<file path="src/hdl/ffha_pkg.sv">
// Shared types and constants of the first-fit heap allocator.
// Used by the controller, the datapath, the top level and the checker; no dependencies.
package ffha_pkg;

    // Width of a request rounded to 16-byte granules (65535 bytes -> 4096 granules).
    localparam int unsigned NEED_W = 13;

    localparam logic [1:0] FN_ALLOC   = 2'd0;
    localparam logic [1:0] FN_RELEASE = 2'd1;
    localparam logic [1:0] FN_QUERY   = 2'd2;

    typedef struct packed {
        logic [1:0]  func;
        logic [15:0] request_bytes;
        logic [13:0] block_offset;
    } ffha_in_t;

    typedef struct packed {
        logic [13:0] result_offset;
        logic [13:0] block_bytes;
        logic        alloc_failed;
        logic        bad_offset;
        logic [14:0] bytes_in_use;
        logic [14:0] peak_in_use;
        logic [31:0] grant_count;
        logic [31:0] release_count;
        logic [31:0] exhaust_count;
    } ffha_out_t;

    typedef enum logic [4:0] {
        ST_CLR, ST_IDLE, ST_DISP,
        ST_A_RD, ST_A_CHK, ST_A_SPL,
        ST_R_LOC, ST_R_CHK,
        ST_M_RDP, ST_M_CHKP, ST_M_NXT, ST_M_RDN, ST_M_CHKN, ST_M_WRP,
        ST_Q_LOC, ST_Q_CHK,
        ST_FIN
    } ffha_state_t;

    typedef enum logic [4:0] {
        DP_IDLE, DP_CLR, DP_LATCH,
        DP_A_RD, DP_A_CHK, DP_A_SPL, DP_A_FAIL,
        DP_L_RD, DP_R_BAD, DP_R_CHK,
        DP_M_RDP, DP_M_CHKP, DP_M_NXT, DP_M_RDN, DP_M_CHKN, DP_M_WRP,
        DP_Q_CHK, DP_EMIT
    } ffha_op_t;

    typedef struct packed {
        ffha_op_t op;
    } ffha_cmd_t;

    typedef struct packed {
        logic [1:0] func;
        logic       clr_last;
        logic       ptr_end;
        logic       off_null;
        logic       loc_ok;
        logic       hit;
        logic       split;
        logic       hdr;
        logic       blk_free;
        logic       nxt_in;
        logic       out_free;
    } ffha_sts_t;

endpackage

</file>
<file path="src/hdl/ffha_ctrl.sv">
// Controller state machine of the allocator: sequences clear, walk, merge and result steps.
// Depends on ffha_pkg.
module ffha_ctrl (
    input  logic                aclk,
    input  logic                aresetn,
    input  logic                s_valid,
    output logic                s_ready,
    input  ffha_pkg::ffha_sts_t sts,
    output ffha_pkg::ffha_cmd_t cmd
);
    import ffha_pkg::*;

    ffha_state_t state_reg, state_next;

    always_ff @(posedge aclk) begin
        if (!aresetn) begin
            state_reg <= ST_CLR;
        end else begin
            state_reg <= state_next;
        end
    end

    always_comb begin
        state_next = state_reg;
        case (state_reg)
            ST_CLR:    if (sts.clr_last) state_next = ST_IDLE;
            ST_IDLE:   if (s_valid) state_next = ST_DISP;
            ST_DISP: begin
                case (sts.func)
                    FN_ALLOC:   state_next = ST_A_RD;
                    FN_RELEASE: state_next = ST_R_LOC;
                    FN_QUERY:   state_next = ST_Q_LOC;
                    default:    state_next = ST_FIN;
                endcase
            end
            ST_A_RD:   state_next = sts.ptr_end ? ST_FIN : ST_A_CHK;
            ST_A_CHK: begin
                if (sts.hit) state_next = sts.split ? ST_A_SPL : ST_FIN;
                else state_next = ST_A_RD;
            end
            ST_A_SPL:  state_next = ST_FIN;
            ST_R_LOC: begin
                if (sts.off_null || !sts.loc_ok) state_next = ST_FIN;
                else state_next = ST_R_CHK;
            end
            ST_R_CHK:  state_next = sts.hdr ? ST_M_RDP : ST_FIN;
            ST_M_RDP:  state_next = sts.ptr_end ? ST_FIN : ST_M_CHKP;
            ST_M_CHKP: state_next = sts.blk_free ? ST_M_NXT : ST_M_RDP;
            ST_M_NXT:  state_next = sts.nxt_in ? ST_M_RDN : ST_M_RDP;
            ST_M_RDN:  state_next = ST_M_CHKN;
            ST_M_CHKN: state_next = (sts.hdr && sts.blk_free) ? ST_M_WRP : ST_M_RDP;
            ST_M_WRP:  state_next = ST_M_NXT;
            ST_Q_LOC: begin
                if (sts.off_null || !sts.loc_ok) state_next = ST_FIN;
                else state_next = ST_Q_CHK;
            end
            ST_Q_CHK:  state_next = ST_FIN;
            ST_FIN:    if (sts.out_free) state_next = ST_IDLE;
            default:   state_next = ST_CLR;
        endcase
    end

    always_comb begin
        cmd.op  = DP_IDLE;
        s_ready = 1'b0;
        case (state_reg)
            ST_CLR:    cmd.op = DP_CLR;
            ST_IDLE: begin
                s_ready = 1'b1;
                if (s_valid) cmd.op = DP_LATCH;
            end
            ST_A_RD:   cmd.op = sts.ptr_end ? DP_A_FAIL : DP_A_RD;
            ST_A_CHK:  cmd.op = DP_A_CHK;
            ST_A_SPL:  cmd.op = DP_A_SPL;
            ST_R_LOC: begin
                if (!sts.off_null) cmd.op = sts.loc_ok ? DP_L_RD : DP_R_BAD;
            end
            ST_R_CHK:  cmd.op = DP_R_CHK;
            ST_M_RDP:  cmd.op = sts.ptr_end ? DP_IDLE : DP_M_RDP;
            ST_M_CHKP: cmd.op = DP_M_CHKP;
            ST_M_NXT:  cmd.op = DP_M_NXT;
            ST_M_RDN:  cmd.op = DP_M_RDN;
            ST_M_CHKN: cmd.op = DP_M_CHKN;
            ST_M_WRP:  cmd.op = DP_M_WRP;
            ST_Q_LOC: begin
                if (!sts.off_null && sts.loc_ok) cmd.op = DP_L_RD;
            end
            ST_Q_CHK:  cmd.op = DP_Q_CHK;
            ST_FIN:    if (sts.out_free) cmd.op = DP_EMIT;
            default:   cmd.op = DP_IDLE;
        endcase
    end

endmodule

</file>
<file path="config.mk">
export PLATFORM = sky130hd
export DESIGN_NAME = ffha_ctrl
export DESIGN_NICKNAME = d
export VERILOG_FILES = /design/src/hdl/ffha_pkg.sv /design/src/hdl/ffha_ctrl.sv
export SDC_FILE = /design/constraint.sdc
export NUM_CORES = 1
export LEC_CHECK = 0
export BUFFER_PORTS_ARGS = -buffer_cell sky130_fd_sc_hd__buf_2
export CAP_MARGIN = 20
export CORE_MARGIN = 1
export CORE_UTILIZATION = 56
export DETAILED_ROUTE_END_ITERATION = 10
export GPL_ROUTABILITY_DRIVEN = 0
export PLACE_DENSITY = 0.84
export RECOVER_POWER = 50
export SYNTH_ARGS = -nofsm -noshare
export SYNTH_HDL_FRONTEND = slang
export SYNTH_SLANG_ARGS = --single-unit
</file>
<file path="constraint.sdc">
create_clock -name aclk -period 3.5 [get_ports aclk]
set_input_delay 0 -clock aclk [delete_from_list [all_inputs] [get_ports aclk]]
set_output_delay 0 -clock aclk [all_outputs]
set_load 0.03 [all_outputs]
</file>
==> results.sh <==
export IMPL_slew_violations=0
export IMPL_start_util_pct=61.25
export IMPL_grt_pass1_wl_um=3125
export IMPL_synth_edf_count=0
export IMPL_final_hold_violation_count=0
export IMPL_worstSetupStartpointType="register"
export IMPL_tns_ns=0
export IMPL_final_setup_skew_ns=0.005456
export IMPL_port_buffers=20
export IMPL_grt_total_usage_pct=29.54
export IMPL_path_delay_family="flip-flops"
export IMPL_postCtsSetupBuffers=0
export IMPL_relSlewSlack_pct=50.28
export IMPL_synth_nets=134
export IMPL_drt_initial_drc_count=37
export IMPL_timing_fmax_mhz=483.7
export IMPL_via_per_inst=6.451
export IMPL_post_cts_resized=0
export IMPL_rsz0062_at_grt="false"
export IMPL_drc_errors=0
export IMPL_first_pass_iters=4
export IMPL_antenna_cells=0
export IMPL_ir_drop_mv=0.2582
export IMPL_cp_required_ns=3.50
export IMPL_drive_above_1_share_pct=19.38
export IMPL_area_growth_syn_to_layout_pct=10.70
export IMPL_ys_seq_area_share_pct=12.40
export IMPL_finalSetupViolations=0
export IMPL_synth_top_area_share_pct=12.40
export IMPL_finalCritPeriodShare_pct=59.06
export IMPL_rows=13
export IMPL_ant_nets=0
export IMPL_ys_async_sr_fraction_pct=0
export IMPL_crit_fanout=24
export IMPL_hp_start="aresetn"
export IMPL_ys_ff_latch=5
export IMPL_cts_hold_buf=0
export IMPL_die_area_um2=1597
export IMPL_ios=21
export IMPL_slowest_stage="dfxtp_1"
export IMPL_worstMarginPinSlew_ns=0.7447
export IMPL_cts_tree="built"
export IMPL_yosys_area_top_type="dfxtp_1"
export IMPL_clockBufferDepth=2
export IMPL_synth_area_top_cells="dfxtp_1 (12%), a21oi_1 (6.8%), o21ai_0 (5.6%), ha_1 (4.7%), nand2b_1 (4.7%)"
export IMPL_path_cells="nor4bb_1 -> o21ai_0 -> a21oi_1 -> a21o_1 -> buf_2"
export IMPL_ys_types=42
export IMPL_drv_cap=0
export IMPL_cts_clk_slew_worst_paths_ns=0.05
export IMPL_status="completed"
export IMPL_cts_root_buffer="clkbuf_4"
export IMPL_end_kind="primary output"
export IMPL_min_period_ns=2.067
export IMPL_die_w_um=39.96
export IMPL_avgSynthCellArea_um2=6.957
export IMPL_arrival_ns=2.07
export IMPL_vias=929
export IMPL_critPathLaunch="state_reg[1]"
export IMPL_netlist_area_um2=807.0
export IMPL_overflow=0
export IMPL_antenna_found_initial=0
export IMPL_place_area_um2=869.6
export IMPL_grt_pass1_vias=742
export IMPL_largest_register_ffs=5
export IMPL_path_class="reg2out"
export IMPL_die_h_um=39.96
export IMPL_yosysWarnings=0
export IMPL_yosys_top_cells_count="a21oi_1 (11), o21ai_0 (9), inv_1 (7), nor2_1 (7)"
export IMPL_cts_sinks=5
export IMPL_numCtsBuffers=3
export IMPL_synth_cells=116
export IMPL_grt_max_degree=27
export IMPL_critPathBufInv=1
export IMPL_power_density_nw_per_um2=387.0
export IMPL_routedWlPerCell_um=14.96
export IMPL_fillers=124
export IMPL_max_stage_delay_ns=0.79
export IMPL_hp_class="in2reg"
export IMPL_stdcell_area_um2=893.4
export IMPL_yosysMostFrequentCell="a21oi_1"
export IMPL_clk_latency_ns=0.25
export IMPL_synthFlopType="dfxtp_1"
export IMPL_hpwl_um=1544
export IMPL_final_nets=148
export IMPL_core_um2=1318
export IMPL_wl_um=2154
export IMPL_h_tree_depth=1
export IMPL_p_leak_nw=0.3546
export IMPL_timing_rr_start="state_reg[3]"
-- cell usage in the layout, fill, tap and decap left out, types with 2 or more instances in the layout --
| cell type | instances |
|---|---|
| clkbuf_4 | 3 |
| nand3_1 | 2 |
| nor3_1 | 6 |
| a21oi_1 | 11 |
| nand3b_1 | 4 |
| nand2b_1 | 6 |
| nand2_1 | 3 |
| clkbuf_1 | 3 |
| nor2b_1 | 6 |
| ha_1 | 3 |
| dfxtp_1 | 5 |
| o21ai_0 | 9 |
| inv_1 | 7 |
| nor3b_1 | 3 |
| a31oi_1 | 2 |
| nand4b_1 | 3 |
| nor4_1 | 2 |
| o21a_1 | 2 |
| nor2_1 | 7 |
| buf_2 | 18 |
| and3_1 | 4 |
-- cell type report --
type	count	area [um^2]	area share, %
sequential	5	100.1	11.20
inverter	7	26.28	2.941
timing repair buffer	20	97.59	10.92
multi-input combinational	93	624.3	69.89
clock buffer	4	26.28	2.941
tap	15	18.77	2.101
-- final timing paths --
check | to | slack [ns] | cells after the start
setup / recovery | cmd[1] | 1.43 | 5
setup reg to reg | state_reg[0] | 1.51 | 4
hold / removal | state_reg[3] | 0.007 | 2
hold reg to reg | state_reg[4] | 0.86 | 2
-- power breakdown --
group	total (mW)	switching [mW]	internal, mW
Combinational	0.172	0.0959	0.0760
Clock	0.0701	0.0268	0.0433
Sequential	0.104	0.0396	0.0641
-- cell families (layout without fill, tap and decap cells) --
| logic type | after synthesis | in the layout | synth area share, % |
|---|---|---|---|
| xor+xnor | 1 | 1 | 1.085 |
| simple gates | 51 | 51 | 39.07 |
| compound gates | 38 | 38 | 32.56 |
| buf+inv | 18 | 31 | 10.23 |
| flops | 5 | 5 | 12.40 |
| fa+ha+maj | 3 | 3 | 4.652 |
-- through the flow --
step | hold WS (ns) | total power [mW] | utilization, % | instances | setup WS [ns]
6_report | 0.007417 | 0.3457 | 67.81 | 144 | 1.433
4_1_cts | 0.002730 | 0.3482 | 68.00 | 144 | 1.465
3_5_place_dp | 0.2640 | 0.2750 | 66.00 | 140 | 1.565
3_3_place_gp | 0.2713 | 0.2675 | 66.00 | 140 | 1.651
5_1_grt | 0.01147 | 0.3700 | 67.81 | 144 | 1.310
2_1_floorplan | 0.1177 | 0.2342 | - | 116 | 1.556
-- metal layers --
metal  vias to the layer above  share of wire [%]  track usage [%]
li1                        453                  -                -
met1                       430                 42            36.75
met2                        44                 50            45.97
met3                         2                7.5            11.11
met4                         0               0.56            10.34
met5                         -                  0                0
-- worst reg2reg max path, stage by stage (launching register included) --
cell,delay [ns]
dfxtp_1,0.80
nand4b_1,0.18
a2111oi_1,0.67
nor2_1,0.08
a31oi_1,0.18
Power figures use the tool's default switching activity.
